**config.mk**
```make
export PLATFORM = sky130hd
export DESIGN_NAME = snapshot_vector_clock_node
export DESIGN_NICKNAME = d
export VERILOG_FILES = /design/src/rtl/core/svcn_pkg.sv /design/src/rtl/core/svcn_ram.sv /design/src/rtl/core/svcn_ctl.sv /design/src/rtl/core/svcn_dp.sv /design/src/rtl/core/snapshot_vector_clock_node.sv
export SDC_FILE = /design/constraint.sdc
export NUM_CORES = 1
export LEC_CHECK = 0
export ABC_AREA = 1
export BUFFER_PORTS_ARGS = -buffer_cell sky130_fd_sc_hd__buf_4
export CAP_MARGIN = 20
export CORE_UTILIZATION = 45
export CTS_CLUSTER_SIZE = 30
export DETAILED_ROUTE_END_ITERATION = 6
export GPL_TIMING_DRIVEN = 0
export PLACE_DENSITY = 0.72
export SETUP_SLACK_MARGIN = 0.1
export SKIP_LAST_GASP = 1
export SLEW_MARGIN = 20
export SYNTH_ARGS = -nofsm -noshare
export SYNTH_HDL_FRONTEND = slang
export SYNTH_SLANG_ARGS = --single-unit
```
**constraint.sdc**
```tcl
create_clock -name clock -period 3.7 [get_ports clock]
set_input_delay 0.74 -clock clock [delete_from_list [all_inputs] [get_ports clock]]
set_output_delay 0.74 -clock clock [all_outputs]
set_load 0.03 [all_outputs]
```
**src/rtl/core/svcn_pkg.sv**
```systemverilog
// ----------------------------------------------------------------------------
// svcn_pkg
// Codes, fixed widths and controller/datapath interface types of the
// snapshot vector clock node.
// ----------------------------------------------------------------------------
package svcn_pkg;

   localparam int NODES = 3;

   localparam logic [1:0] NODE_MAX = 2'd2;

   // opcodes
   localparam logic [2:0] OP_INTERNAL = 3'd0;
   localparam logic [2:0] OP_SEND     = 3'd1;
   localparam logic [2:0] OP_RECV     = 3'd2;
   localparam logic [2:0] OP_MARKER   = 3'd3;
   localparam logic [2:0] OP_START    = 3'd4;

   // result kinds
   localparam logic [2:0] KIND_CLOCK  = 3'd0;
   localparam logic [2:0] KIND_MSG    = 3'd1;
   localparam logic [2:0] KIND_MARKER = 3'd2;
   localparam logic [2:0] KIND_LOCAL  = 3'd3;
   localparam logic [2:0] KIND_HEADER = 3'd4;
   localparam logic [2:0] KIND_LABEL  = 3'd5;

   localparam logic [7:0] MARK_LABEL = 8'd77;

   typedef struct packed {
      logic       load;         // latch the accepted item
      logic       apply_event;  // merge / bump the clock, record a label
      logic       begin_snap;   // capture clock, mark first channel
      logic       set_mark;     // marker on an active snapshot
      logic       finish;       // clear snapshot state after the report
      logic       ch_next;      // move to the second other node
      logic       rd_en;        // read a recorded label
      logic       rd_next;      // 0: first label of channel, 1: following one
      logic       emit;         // load the result register
      logic [2:0] kind;
      logic       last;
   } svcn_cmd_type;

   typedef struct packed {
      logic [2:0] opcode;
      logic       item_ok;      // item produces any effect at all
      logic       active;
      logic       done;         // marker would complete the snapshot
      logic       second;       // working on the second other node
      logic       cnt_zero;     // current channel has no labels
      logic       lbl_end;      // label in read data is the channel's last
      logic       slot_free;    // result register can take a result
   } svcn_sts_type;

endpackage

```
**src/rtl/core/svcn_ram.sv**
```systemverilog
// ----------------------------------------------------------------------------
// svcn_ram
// Generic single-write, single-read RAM with registered read data.
// ----------------------------------------------------------------------------
module svcn_ram #(
   parameter int WIDTH = 8,
   parameter int DEPTH = 48
) (
   input  logic                     clock,
   input  logic                     wr_en,
   input  logic [$clog2(DEPTH)-1:0] wr_addr,
   input  logic [WIDTH-1:0]         wr_data,
   input  logic                     rd_en,
   input  logic [$clog2(DEPTH)-1:0] rd_addr,
   output logic [WIDTH-1:0]         rd_data
);

   logic [WIDTH-1:0] mem_ff [DEPTH];
   logic [WIDTH-1:0] rd_data_ff;

   always_ff @(posedge clock) begin
      if (wr_en) begin
         mem_ff[wr_addr] <= wr_data;
      end
      if (rd_en) begin
         rd_data_ff <= mem_ff[rd_addr];
      end
   end

   assign rd_data = rd_data_ff;

endmodule

```
**src/rtl/core/svcn_ctl.sv**
```systemverilog
// ----------------------------------------------------------------------------
// svcn_ctl
// Controller: takes one item, runs its event, markers or snapshot report
// and issues commands to the datapath.
// ----------------------------------------------------------------------------
module svcn_ctl import svcn_pkg::*; (
   input  logic         clock,
   input  logic         reset,
   input  logic         req_tvalid,
   output logic         req_tready,
   input  svcn_sts_type sts,
   output svcn_cmd_type cmd
);

   localparam logic [2:0] S_IDLE  = 3'd0;
   localparam logic [2:0] S_EXEC  = 3'd1;
   localparam logic [2:0] S_MARK2 = 3'd2;
   localparam logic [2:0] S_HDR   = 3'd3;
   localparam logic [2:0] S_LBL   = 3'd4;

   logic [2:0] state_ff;
   logic [2:0] state_in;

   assign req_tready = (state_ff == S_IDLE);

   always_comb begin
      cmd      = '0;
      state_in = state_ff;
      unique case (state_ff)
         S_IDLE: begin
            if (req_tvalid) begin
               cmd.load = 1'b1;
               state_in = S_EXEC;
            end
         end
         S_EXEC: begin
            if (!sts.item_ok) begin
               state_in = S_IDLE;
            end else if (sts.opcode == OP_MARKER && sts.active) begin
               if (!sts.done) begin
                  cmd.set_mark = 1'b1;
                  state_in     = S_IDLE;
               end else if (sts.slot_free) begin
                  cmd.set_mark = 1'b1;
                  cmd.emit     = 1'b1;
                  cmd.kind     = KIND_LOCAL;
                  state_in     = S_HDR;
               end
            end else if (sts.opcode == OP_MARKER || sts.opcode == OP_START) begin
               if (sts.slot_free) begin
                  cmd.begin_snap = 1'b1;
                  cmd.emit       = 1'b1;
                  cmd.kind       = KIND_MARKER;
                  cmd.ch_next    = 1'b1;
                  state_in       = S_MARK2;
               end
            end else if (sts.slot_free) begin
               cmd.apply_event = 1'b1;
               cmd.emit        = 1'b1;
               cmd.kind        = (sts.opcode == OP_SEND) ? KIND_MSG : KIND_CLOCK;
               cmd.last        = 1'b1;
               state_in        = S_IDLE;
            end
         end
         S_MARK2: begin
            if (sts.slot_free) begin
               cmd.emit = 1'b1;
               cmd.kind = KIND_MARKER;
               cmd.last = 1'b1;
               state_in = S_IDLE;
            end
         end
         S_HDR: begin
            if (sts.slot_free) begin
               cmd.emit = 1'b1;
               cmd.kind = KIND_HEADER;
               cmd.last = sts.second && sts.cnt_zero;
               if (!sts.cnt_zero) begin
                  cmd.rd_en = 1'b1;
                  state_in  = S_LBL;
               end else if (!sts.second) begin
                  cmd.ch_next = 1'b1;
               end else begin
                  cmd.finish = 1'b1;
                  state_in   = S_IDLE;
               end
            end
         end
         S_LBL: begin
            if (sts.slot_free) begin
               cmd.emit = 1'b1;
               cmd.kind = KIND_LABEL;
               cmd.last = sts.second && sts.lbl_end;
               if (!sts.lbl_end) begin
                  // fetch the next label while this one goes out
                  cmd.rd_en   = 1'b1;
                  cmd.rd_next = 1'b1;
               end else if (!sts.second) begin
                  cmd.ch_next = 1'b1;
                  state_in    = S_HDR;
               end else begin
                  cmd.finish = 1'b1;
                  state_in   = S_IDLE;
               end
            end
         end
         default: state_in = S_IDLE;
      endcase
   end

   always_ff @(posedge clock) begin
      if (reset) begin
         state_ff <= S_IDLE;
      end else begin
         state_ff <= state_in;
      end
   end

endmodule

```
**src/rtl/core/svcn_dp.sv**
```systemverilog
// ----------------------------------------------------------------------------
// svcn_dp
// Datapath: vector clock, snapshot state, channel label store and the
// result register.
// ----------------------------------------------------------------------------
module svcn_dp import svcn_pkg::*; #(
   parameter int CHANNEL_DEPTH = 16,
   parameter int CLOCK_BITS    = 16
) (
   input  logic         clock,
   input  logic         reset,
   input  logic         csr_wr_en,
   input  logic [1:0]   csr_wr_data,
   input  logic [2:0]   req_opcode,
   input  logic [1:0]   req_peer,
   input  logic [7:0]   req_label,
   input  logic [15:0]  req_clock [NODES],
   input  svcn_cmd_type cmd,
   output svcn_sts_type sts,
   output logic         rsp_valid,
   input  logic         rsp_ready,
   output logic [2:0]   rsp_kind,
   output logic [1:0]   rsp_target,
   output logic [7:0]   rsp_label,
   output logic [4:0]   rsp_count,
   output logic [15:0]  rsp_clock [NODES],
   output logic         rsp_last
);

   localparam int CW = $clog2(CHANNEL_DEPTH + 1);
   localparam int SD = NODES * CHANNEL_DEPTH;
   localparam int AW = $clog2(SD);
   localparam int XW = (CLOCK_BITS > 16) ? CLOCK_BITS : 16;
   localparam logic [CLOCK_BITS-1:0] CLOCK_MAX = '1;

   // architectural state
   logic [1:0]            node_ff, node_in;
   logic [CLOCK_BITS-1:0] clk_ff [NODES];
   logic [CLOCK_BITS-1:0] clk_in [NODES];
   logic [CLOCK_BITS-1:0] rec_ff [NODES];
   logic [CLOCK_BITS-1:0] rec_in [NODES];
   logic                  active_ff, active_in;
   logic [NODES-1:0]      seen_ff, seen_in;
   logic [CW-1:0]         cnt_ff [NODES];
   logic [CW-1:0]         cnt_in [NODES];
   logic                  ch_ff, ch_in;
   logic [CW-1:0]         idx_ff, idx_in;
   logic                  valid_ff, valid_in;

   // latched item
   logic [2:0]  op_ff;
   logic [1:0]  peer_ff;
   logic [7:0]  label_ff;
   logic [15:0] inclk_ff [NODES];

   // result payload
   logic [2:0]  kind_ff, kind_in;
   logic [1:0]  tgt_ff, tgt_in;
   logic [7:0]  olab_ff, olab_in;
   logic [4:0]  ocnt_ff, ocnt_in;
   logic [15:0] oclk_ff [NODES];
   logic [15:0] oclk_in [NODES];
   logic        last_ff, last_in;

   logic                  peer_ok;
   logic [1:0]            pidx;
   logic [1:0]            other0, other1, tgt;
   logic [1:0]            marked;
   logic [NODES-1:0]      seen_new;
   logic                  done;
   logic [CW-1:0]         cnt_t, cnt_p;
   logic                  record_ok;
   logic                  item_ok;
   logic [XW-1:0]         in_x [NODES];
   logic [CLOCK_BITS-1:0] in_v [NODES];
   logic [CLOCK_BITS-1:0] mrg [NODES];
   logic [CLOCK_BITS-1:0] clk_nxt [NODES];
   logic [CW-1:0]         rd_idx;
   logic [AW-1:0]         wr_addr, rd_addr;
   logic [7:0]            rd_data;

   assign peer_ok = (peer_ff <= NODE_MAX);
   assign pidx    = peer_ok ? peer_ff : 2'd0;
   assign other0  = (node_ff == 2'd0) ? 2'd1 : 2'd0;
   assign other1  = (node_ff == 2'd2) ? 2'd1 : 2'd2;
   assign tgt     = ch_ff ? other1 : other0;
   assign marked  = (op_ff == OP_START) ? node_ff : pidx;
   assign cnt_t   = cnt_ff[tgt];
   assign cnt_p   = cnt_ff[pidx];

   assign seen_new = seen_ff | (NODES'(1) << pidx);

   always_comb begin
      done = 1'b1;
      for (int p = 0; p < NODES; p++) begin
         if (node_ff != 2'(p) && !seen_new[p]) begin
            done = 1'b0;
         end
      end
   end

   always_comb begin
      unique case (op_ff)
         OP_INTERNAL:      item_ok = 1'b1;
         OP_SEND, OP_RECV: item_ok = peer_ok;
         OP_MARKER:        item_ok = peer_ok && (peer_ff != node_ff);
         OP_START:         item_ok = !active_ff;
         default:          item_ok = 1'b0;
      endcase
   end

   assign record_ok = (op_ff == OP_RECV) && peer_ok && active_ff && (peer_ff != node_ff)
                      && !seen_ff[pidx] && (cnt_p < CW'(CHANNEL_DEPTH));

   // merge with saturation of the incoming entries, then bump own entry
   always_comb begin
      for (int p = 0; p < NODES; p++) begin
         in_x[p] = XW'(inclk_ff[p]);
         in_v[p] = (in_x[p] > XW'(CLOCK_MAX)) ? CLOCK_MAX : CLOCK_BITS'(in_x[p]);
         mrg[p]  = (op_ff == OP_RECV && in_v[p] > clk_ff[p]) ? in_v[p] : clk_ff[p];
         clk_nxt[p] = (node_ff == 2'(p) && mrg[p] != CLOCK_MAX)
                      ? mrg[p] + CLOCK_BITS'(1) : mrg[p];
      end
   end

   assign rd_idx  = cmd.rd_next ? idx_ff + CW'(1) : '0;
   assign wr_addr = AW'(pidx) * AW'(CHANNEL_DEPTH) + AW'(cnt_p);
   assign rd_addr = AW'(tgt) * AW'(CHANNEL_DEPTH) + AW'(rd_idx);

   svcn_ram #(
      .WIDTH (8),
      .DEPTH (SD)
   ) u_store (
      .clock   (clock),
      .wr_en   (cmd.apply_event && record_ok),
      .wr_addr (wr_addr),
      .wr_data (label_ff),
      .rd_en   (cmd.rd_en),
      .rd_addr (rd_addr),
      .rd_data (rd_data)
   );

   always_comb begin
      node_in   = node_ff;
      clk_in    = clk_ff;
      rec_in    = rec_ff;
      active_in = active_ff;
      seen_in   = seen_ff;
      cnt_in    = cnt_ff;
      ch_in     = ch_ff;
      idx_in    = idx_ff;
      valid_in  = cmd.emit ? 1'b1 : (rsp_ready ? 1'b0 : valid_ff);
      if (csr_wr_en) begin
         node_in = (csr_wr_data > NODE_MAX) ? NODE_MAX : csr_wr_data;
      end
      if (cmd.load) begin
         ch_in = 1'b0;
      end
      if (cmd.ch_next) begin
         ch_in = 1'b1;
      end
      if (cmd.apply_event) begin
         clk_in = clk_nxt;
         if (record_ok) begin
            cnt_in[pidx] = cnt_p + CW'(1);
         end
      end
      if (cmd.begin_snap) begin
         active_in = 1'b1;
         rec_in    = clk_ff;
         seen_in   = NODES'(1) << marked;
         for (int p = 0; p < NODES; p++) begin
            cnt_in[p] = '0;
         end
      end
      if (cmd.set_mark) begin
         seen_in = seen_new;
      end
      if (cmd.finish) begin
         active_in = 1'b0;
         seen_in   = '0;
         for (int p = 0; p < NODES; p++) begin
            cnt_in[p] = '0;
         end
      end
      if (cmd.rd_en) begin
         idx_in = rd_idx;
      end
   end

   always_comb begin
      kind_in = cmd.kind;
      tgt_in  = 2'd0;
      olab_in = 8'd0;
      ocnt_in = 5'd0;
      last_in = cmd.last;
      for (int p = 0; p < NODES; p++) begin
         oclk_in[p] = 16'd0;
      end
      unique case (cmd.kind)
         KIND_CLOCK: begin
            for (int p = 0; p < NODES; p++) begin
               oclk_in[p] = 16'(clk_nxt[p]);
            end
         end
         KIND_MSG: begin
            tgt_in  = peer_ff;
            olab_in = label_ff;
            for (int p = 0; p < NODES; p++) begin
               oclk_in[p] = 16'(clk_nxt[p]);
            end
         end
         KIND_MARKER: begin
            tgt_in  = tgt;
            olab_in = MARK_LABEL;
         end
         KIND_LOCAL: begin
            for (int p = 0; p < NODES; p++) begin
               oclk_in[p] = 16'(rec_ff[p]);
            end
         end
         KIND_HEADER: begin
            tgt_in  = tgt;
            ocnt_in = 5'(cnt_t);
         end
         KIND_LABEL: begin
            tgt_in  = tgt;
            olab_in = rd_data;
         end
         default: begin
            kind_in = cmd.kind;
         end
      endcase
   end

   always_ff @(posedge clock) begin
      if (reset) begin
         node_ff   <= 2'd0;
         active_ff <= 1'b0;
         seen_ff   <= '0;
         ch_ff     <= 1'b0;
         idx_ff    <= '0;
         valid_ff  <= 1'b0;
         for (int p = 0; p < NODES; p++) begin
            clk_ff[p] <= '0;
            rec_ff[p] <= '0;
            cnt_ff[p] <= '0;
         end
      end else begin
         node_ff   <= node_in;
         clk_ff    <= clk_in;
         rec_ff    <= rec_in;
         active_ff <= active_in;
         seen_ff   <= seen_in;
         cnt_ff    <= cnt_in;
         ch_ff     <= ch_in;
         idx_ff    <= idx_in;
         valid_ff  <= valid_in;
      end
   end

   always_ff @(posedge clock) begin
      if (cmd.load) begin
         op_ff    <= req_opcode;
         peer_ff  <= req_peer;
         label_ff <= req_label;
         inclk_ff <= req_clock;
      end
      if (cmd.emit) begin
         kind_ff <= kind_in;
         tgt_ff  <= tgt_in;
         olab_ff <= olab_in;
         ocnt_ff <= ocnt_in;
         oclk_ff <= oclk_in;
         last_ff <= last_in;
      end
   end

   assign sts.opcode    = op_ff;
   assign sts.item_ok   = item_ok;
   assign sts.active    = active_ff;
   assign sts.done      = done;
   assign sts.second    = ch_ff;
   assign sts.cnt_zero  = (cnt_t == '0);
   assign sts.lbl_end   = ((idx_ff + CW'(1)) == cnt_t);
   assign sts.slot_free = !valid_ff || rsp_ready;

   assign rsp_valid  = valid_ff;
   assign rsp_kind   = kind_ff;
   assign rsp_target = tgt_ff;
   assign rsp_label  = olab_ff;
   assign rsp_count  = ocnt_ff;
   assign rsp_clock  = oclk_ff;
   assign rsp_last   = last_ff;

endmodule

```
**src/rtl/core/snapshot_vector_clock_node.sv**
```systemverilog
// An item is latched on its transfer in; its first result enters the result
// register once that is free. Internal, send and receive give one result,
// a snapshot opening two markers, a completing marker the local state and
// per channel a header and its labels, one result per cycle out of the label RAM when not stalled.
// Reset (synchronous) clears clock, snapshot state and node id; the label
// store is not cleared and needs no clearing pass.
// ----------------------------------------------------------------------------
// snapshot_vector_clock_node
// One node of a three-node system with vector clock and snapshot recording.
// ----------------------------------------------------------------------------
module snapshot_vector_clock_node import svcn_pkg::*; #(
   parameter int CHANNEL_DEPTH = 16,
   parameter int CLOCK_BITS    = 16
) (
   input  logic        clock,
   input  logic        reset,
   input  logic        csr_wr_en,
   input  logic [1:0]  csr_wr_data,   // node_id
   input  logic        req_tvalid,
   output logic        req_tready,
   input  logic [63:0] req_tdata,     // peer, label, in_clock_0, in_clock_1, in_clock_2
   input  logic [2:0]  req_tuser,     // opcode
   output logic        rsp_tvalid,
   input  logic        rsp_tready,
   output logic [63:0] rsp_tdata,     // target, out_label, label_count,
                                      // out_clock_0, out_clock_1, out_clock_2
   output logic [2:0]  rsp_tuser,     // kind
   output logic        rsp_tlast
);

   svcn_cmd_type cmd;
   svcn_sts_type sts;

   logic [15:0] in_clock [NODES];
   logic [15:0] out_clock [NODES];
   logic [1:0]  out_target;
   logic [7:0]  out_label;
   logic [4:0]  out_count;

   assign in_clock[0] = req_tdata[25:10];
   assign in_clock[1] = req_tdata[41:26];
   assign in_clock[2] = req_tdata[57:42];

   svcn_ctl u_ctl (
      .clock      (clock),
      .reset      (reset),
      .req_tvalid (req_tvalid),
      .req_tready (req_tready),
      .sts        (sts),
      .cmd        (cmd)
   );

   svcn_dp #(
      .CHANNEL_DEPTH (CHANNEL_DEPTH),
      .CLOCK_BITS    (CLOCK_BITS)
   ) u_dp (
      .clock       (clock),
      .reset       (reset),
      .csr_wr_en   (csr_wr_en),
      .csr_wr_data (csr_wr_data),
      .req_opcode  (req_tuser),
      .req_peer    (req_tdata[1:0]),
      .req_label   (req_tdata[9:2]),
      .req_clock   (in_clock),
      .cmd         (cmd),
      .sts         (sts),
      .rsp_valid   (rsp_tvalid),
      .rsp_ready   (rsp_tready),
      .rsp_kind    (rsp_tuser),
      .rsp_target  (out_target),
      .rsp_label   (out_label),
      .rsp_count   (out_count),
      .rsp_clock   (out_clock),
      .rsp_last    (rsp_tlast)
   );

   assign rsp_tdata = {1'b0, out_clock[2], out_clock[1], out_clock[0],
                       out_count, out_label, out_target};

endmodule

```
# Word-level counts from Yosys, hierarchy flattened
# Memories as Yosys holds them, arrays and structs flattened. A register that Yosys moved wholly into a read port is not among the register bits.
# Index checks and enable logic that the tools add are counted.
# totals
ff_bits	255
mem_bits_rw	384
in_bits	74
out_inout_bits	70
n_memories	1
# mem_list
memory	depth	word_bits	rd	rd_ports_with_merged_regs	write_ports	line_no	source
u_dp.u_store.mem_ff	48	8	1	1	1	svcn_ram.sv:18	logic [WIDTH-1:0] mem_ff [DEPTH];
# op_classes
addsub	7
n_lt_le_gt_ge	13
eq_ne	29
shifts	2
muxes	94
bitwise_logic	3
reduce_logical	44
# op_table
op	n
16-bit 2-to-1 mux	9
48-bit one-hot mux with 2 select lines	1
3-bit 2-to-1 mux	18
5-bit 2-to-1 mux	10
16-bit by 1-bit adder with 16-bit output (second input constant)	3
16-bit greater-than comparator	3
16-bit greater-than comparator (second input constant)	3
16-bit != test (second input constant)	3
1-bit 2-to-1 mux	27
8-bit one-hot mux with 3 select lines	1
5-bit binary-select mux with 2-bit select	2
1-bit logical AND	20
2-bit 2-to-1 mux	10
4-bit 2-to-1 mux	5
5-bit one-hot mux with 4 select lines	1
3-bit by 2-bit == test with 1-bit output (second input constant)	6
15-bit bitwise mux	1
3-bit one-hot mux with 5 select lines	1
6-bit by 5-bit adder with 6-bit output	2
3-bit == test (second input constant)	4
5-bit by 1-bit adder with 5-bit output (second input constant)	2
5-bit demux with 2-bit select	1
5-bit != test (second input constant)	2
3-bit by 1-bit == test with 1-bit output (second input constant)	3
32 further kinds	54

# Longest topological paths before layout
# depth
depth_word	16
depth_mapped	26
depth_no_buf	25

# By module
# From an unflattened synthesis, not the netlist that was laid out.
# unflattened
hier_cells	3269
hier_area_um2	30391.6
# by_module_without_submodules
module	instances	cells_per_inst	area_per_inst_um2	seq_area_each_um2
svcn_ram	1	1318	15912.8	11771.3
svcn_dp	1	1857	13992.2	6326.1
svcn_ctl	1	92	475.5	60.1
snapshot_vector_clock_node	1	2	11.3	0.0

# Least setup slack after synthesis
# No wires, ideal clock.
# synth_path
path_type	input-to-reg
startpoint	input port req_tvalid
endpoint	register u_dp.inclk_ff (netlist bit u_dp.in_x[0]) (enable)
setup_ns	0.480
arrival_time_ns	3.322
required_ns	3.220
path_slack_ns	-0.102
stages	2
path_buffers	0
cell_sequence	inv_1 nor2_1
# synth_rtl
item	line_no	source
from (decl)	snapshot_vector_clock_node.sv:19	input logic req_tvalid,
to (signal assigned)	svcn_dp.sv:267	inclk_ff <= req_clock;
to (decl)	svcn_dp.sv:54	logic [15:0] inclk_ff [NODES];

# Final worst setup path
# layout_path
startpoint	register u_dp.node_ff[0]
endpoint	register u_dp.u_store.rd_data_ff[3] (netlist: u_dp.u_store.rd_data[3]) (read register of u_dp.u_store.mem_ff) (data pin)
# layout_via
elab_chain_cells	13
word_cells_on_any_way	19
cone_classes	1 x add/sub; 2 x eq/ne; 13 x mux; 1 x bitwise; 2 x reduce/logical
# layout_lines
item	line_no	source
from (decl)	svcn_dp.sv:37	logic [1:0] node_ff, node_in;
from (signal assigned)	svcn_dp.sv:250	node_ff <= node_in;
2-bit == test or 2-bit logical NOT (tied branches)	svcn_dp.sv:85, svcn_dp.sv:84	
2-bit 2-to-1 mux or 1-bit 2-to-1 mux (tied branches)	svcn_dp.sv:85, svcn_dp.sv:84	
2-bit 2-to-1 mux (*)	svcn_dp.sv:86	assign tgt = ch_ff ? other1 : other0;
2-bit inverter with 3-bit output (implied by the code)	svcn_dp.sv:88	assign cnt_t = cnt_ff[tgt];
5-bit binary-select mux with 2-bit select	svcn_dp.sv:88	
5-bit 2-to-1 mux (implied by the code) (2 in series)	svcn_dp.sv:88	
5-bit == test	svcn_dp.sv:285	assign sts.lbl_end = ((idx_ff + CW'(1)) == cnt_t);
2-bit 2-to-1 mux	svcn_ctl.sv:94	if (!sts.lbl_end) begin
9-bit 2-to-1 mux	svcn_ctl.sv:90	if (sts.slot_free) begin
1-bit 2-to-1 mux	svcn_ctl.sv:29	unique case (state_ff)
5-bit 2-to-1 mux	svcn_dp.sv:126	assign rd_idx = cmd.rd_next ? idx_ff + CW'(1) : '0;
6-bit by 5-bit adder with 6-bit output	svcn_dp.sv:128	assign rd_addr = AW'(tgt) * AW'(CHANNEL_DEPTH) + AW'(rd_idx);
to (decl)	svcn_ram.sv:19	logic [WIDTH-1:0] rd_data_ff;
# Mark *: on every way between the ends. The rest lies on a longest branch, timed or not. The select of a mux whose other input is x is not followed.
# A chain may end at the register's enable or synchronous reset.

==> out/results.ini <==
[sta]
fmax_mhz = 286
postLayoutSetupSlackWorst_ns = 0.208
slew_viol_final = 0
max_slew.worst_pin.slew_ns = 0.830
final.setup.tns_ns = 0
finalHoldViolations = 0
finalCriticalPeriod_ns = 3.49
unrepaired_setup_endpoints_after_global_routing = yes
period_share_pct = 94.4
max_slew_margin_pct = 44.7
fin_worst_skew_ns = 0.0316
timing.final.setup_violations = 0

[detailed_routing]
drt_drc_violations_left = 0
dr_total_vias = 25400
first_pass_drt_iterations = 6
mean_number_of_vias_per_cell = 5.45
detailedRoute.firstIterationViolations = 2881
routed_wl_mm = 91.6
postRouteAntennaNets = 0
wl_per_cell_um = 19.7

[placed_design]
place_congestion = 1.00
post_detailed_placement_half_perimeter_wirelength_mm = 66.0
port_buffers = 135
dp_slack_ns = -0.639

[yosys]
synthesis.nets = 3539
sequential_to_total_area_share_from_yosys_stat_pct = 58.1
synth_cells = 3406
synth_cell_type_count = 46
yosys_register_bits = 647
synth_area_leader_cell = sky130_fd_sc_hd__edfxtp_1
synthDominantCellAreaShare_pct = 49.9
synth_area_per_cell_um2 = 9.18
largest_cells_by_area_after_synthesis = sky130_fd_sc_hd__edfxtp_1, sky130_fd_sc_hd__nand2_1, sky130_fd_sc_hd__dfxtp_1, sky130_fd_sc_hd__nand3_1, sky130_fd_sc_hd__inv_1
syn_warnings = 0
syn_area_um2 = 31300

[cts]
clock_slew_at_the_register_clock_pins_of_the_worst_setup_and_hold_paths_ns = 0.06
clock_tree_from_tritoncts = yes
clockRootBuffer = sky130_fd_sc_hd__clkbuf_16
worst_skew_pair_latency_ns = 0.64
hold_buf_cts = 0
cts.path.max_buffers = 3
cts_inserted_buffers = 70
tritoncts_num_sinks = 647
ctsHtreeMaxLevel = 3

[global_route]
grt_pass1_wl_mm = 137
largest_net_degree_at_the_start_of_global_routing = 39
global_route.usage.total_pct = 25.5
initial_antenna_violation_count = 6
gr-total-overflow = 0
vias_in_the_first_global_route = 23700

[floorplanning]
initial_util_pct = 45.5
core_region_area_um2 = 68700
chipHeight_um = 266
boundaryPins = 144
full_die_area_um2 = 70500
floorplan.rows = 96
die_w_um = 266

[worst_setup_path]
worst-setup-path-type = reg -> reg
cp_required_ns = 4.07
arrival_ns = 3.86
critical_path.slowest_cell = sky130_fd_sc_hd__dfxtp_1
critical_path.top_delay_family = simple AND/OR/NAND/NOR gates
crit_fanout = 10
crit_path_cell_trace = inv_2 -> nand2_4 -> nand2_4 -> nand3_1 -> nand2_1 -> nand2_1 -> nand2_1 -> nand2_1 -> nor2_1 -> nand2_1 -> buf_4 -> nand3_4 -> clkbuf_1 -> o21ai_1 -> nand3_1 -> nand3_1 -> nand3_1 -> nand3_1 -> nand2_1
critical_path.startpoint = u_dp.node_ff[0]
r2r_slack_ns = 0.21
timing.critical_path.to_type = flop
cp_slowest_stage_delay_ns = 0.46
crit_buf_inv = 3
crit_path_frequent_cell = sky130_fd_sc_hd__nand2_1
worst-r2r-cell-count = 19
timing.critical_path.from_type = flop
worstReg2RegEnd = u_dp.u_store.rd_data[3]
worstReg2RegStart = u_dp.node_ff[0]

[power]
p_total_uw = 16900
cellPowerDensity_nw_per_um2 = 456
max-vdd-ir-drop_v = 0.000580
cellLeakagePower_uw = 0.0155

[finish]
num_antenna_cells = 0
layout-drive-gt1-share_pct = 15.3
design.final.nets = 3808
area_growth_syn_to_layout_pct = 18.7

[worst_hold_path]
min_path_type = in -> reg
hp-start = req_tdata[25]
worst_hold_path.endpoint = u_dp.in_x[47]
worst_hold_path.num_cells = 1

[flow_run]
max-cap-violations = 0

[status]
status = complete, no violations

-- registers in the layout, summed over array words and instances (netlist names) --
register              count
u_dp.ch_ff                1
u_dp.idx_ff               5
u_dp.u_store.mem_ff     384
u_dp.rsp_count            5
u_dp.rsp_clock           48
u_ctl.state_ff            3
u_dp.rsp_label            8
u_dp.label_ff             8
u_dp.u_store.rd_data      8
u_dp.rsp_last             1
u_dp.in_x                48
u_dp.cnt_ff              15
u_dp.seen_ff              3
u_dp.active_ff            1
u_dp.rsp_valid            1
u_dp.rsp_kind             3
u_dp.peer_ff              2
u_dp.clk_ff              48
u_dp.rec_ff              48
u_dp.op_ff                3
u_dp.node_ff              2
u_dp.rsp_target           2
-- cell families after synthesis --
family                   share of synthesized area, %
buffers and inverters                            8.24
other                                          0.0120
flip-flops                                       58.1
AO/OA/AOI/OAI                                    6.90
adder cells (fa/ha/maj)                          2.36
XOR/XNOR                                        0.700
AND/OR/NAND/NOR                                  23.7
-- worst register-to-register path, cell delays in order, from the launching register on --
cell and delay (ns):
sky130_fd_sc_hd__dfxtp_1 0.46, sky130_fd_sc_hd__inv_2 0.12, sky130_fd_sc_hd__nand2_4 0.16, sky130_fd_sc_hd__nand2_4 0.13
sky130_fd_sc_hd__nand3_1 0.14, sky130_fd_sc_hd__nand2_1 0.13, sky130_fd_sc_hd__nand2_1 0.08, sky130_fd_sc_hd__nand2_1 0.05
sky130_fd_sc_hd__nand2_1 0.05, sky130_fd_sc_hd__nor2_1 0.04, sky130_fd_sc_hd__nand2_1 0.07, sky130_fd_sc_hd__buf_4 0.23
sky130_fd_sc_hd__nand3_4 0.15, sky130_fd_sc_hd__clkbuf_1 0.39, sky130_fd_sc_hd__o21ai_1 0.32, sky130_fd_sc_hd__nand3_1 0.23
sky130_fd_sc_hd__nand3_1 0.14, sky130_fd_sc_hd__nand3_1 0.11, sky130_fd_sc_hd__nand3_1 0.15, sky130_fd_sc_hd__nand2_1 0.09
-- synth_stat cells (all sizes together) --
cell type / instances
o21ai: 153
ha: 59
nand3b: 17
o211ai: 49
nor4: 2
a22o: 4
o21bai: 1
a21o: 1
o221ai: 1
xor2: 21
a211oi: 1
edfxtp: 520
nand3: 383
o32ai: 1
conb: 1
nand4: 133
o22ai: 6
or2: 25
a21oi: 149
o21a: 6
nor2: 321
a32oi: 1
nand2: 787
buf: 93
o41ai: 2
a31oi: 6
xnor2: 4
nor3: 8
clkbuf: 70
dfxtp: 127
inv: 454
-- final cells by class --
class / count / area, um2
fill: 6063 / 31600
inverter: 454 / 1710
timing repair buffer: 197 / 1820
sequential: 647 / 18200
buffer: 163 / 896
clock buffer: 88 / 1840
clock inverter: 38 / 338
multi-input combinational: 2142 / 11200
tap: 931 / 1160
-- per-layer routing --
metal,global-route usage (%),share of wire (%),vias up
li1,-,-,12000
met4,9.89,4.0,12
met3,5.01,8.8,228
met2,41.3,46,1164
met5,0,0.084,-
met1,33.6,41,12000
-- cells in the final DEF, fill, tap and decap left out, drive strengths merged, types with 2 or more instances in the layout --
cell and instances:
or2 25, ha 59, o21a 6, xnor2 4, nand3 383, nand2 787, clkinvlp 3, nor3 8
o211ai 49, a31oi 6, a21oi 149, nor2 321, a22o 4, bufinv 3, inv 457, clkinv 29
nor4 2, o21ai 153, edfxtp 520, dfxtp 127, xor2 21, o41ai 2, buf 290, nand4 133
clkbuf 158, o22ai 6, nand3b 17
-- power by group --
| group | leakage, uW | internal (uW) | switching (uW) |
|---|---|---|---|
| registers | 0.00577 | 8120 | 123 |
| logic | 0.00867 | 630 | 1350 |
| clock network | 0.00106 | 3780 | 2950 |
| total | 0.0155 | 12500 | 4420 |
-- stage by stage --
| step | hold slack [ns] | utilization [%] | cells | area (um2) |
|---|---|---|---|---|
| after global placement | 0.452 | 48.7 | 4472 | 33500 |
| after floorplan | 0.440 | - | 3406 | 31300 |
| final | 0.286 | 54.0 | 4660 | 37100 |
| after CTS | 0.257 | 53.2 | 4638 | 36600 |
| after detailed placement | 0.458 | 49.4 | 4499 | 34000 |
| after global routing | 0.261 | 54.0 | 4660 | 37100 |
-- what timing repair did --
item                                    4_1_cts  5_1_grt
endpoints found under the setup margin      413      486
gates resized for setup                      86      113
buffers inserted                             13       22
pin swaps                                     7       27
-- worst max path at each step --
| stage | to | slack [ns] | cells past startpoint |
|---|---|---|---|
| 5_1_grt | u_dp.rsp_clock[28] | 0.05 | 22 |
| 4_1_cts | u_dp.u_store.mem_ff[31][3] | -0.34 | 12 |
| 6_report | u_dp.u_store.rd_data[3] | 0.21 | 19 |
| 2_1_floorplan | u_dp.rsp_valid | 0.25 | 8 |
| 3_3_place_gp | u_dp.rsp_clock[5] | -1.43 | 7 |
| 3_5_place_dp | u_dp.u_store.mem_ff[24][2] | -0.64 | 12 |
Note: power is estimated with default switching activity, not from simulation.
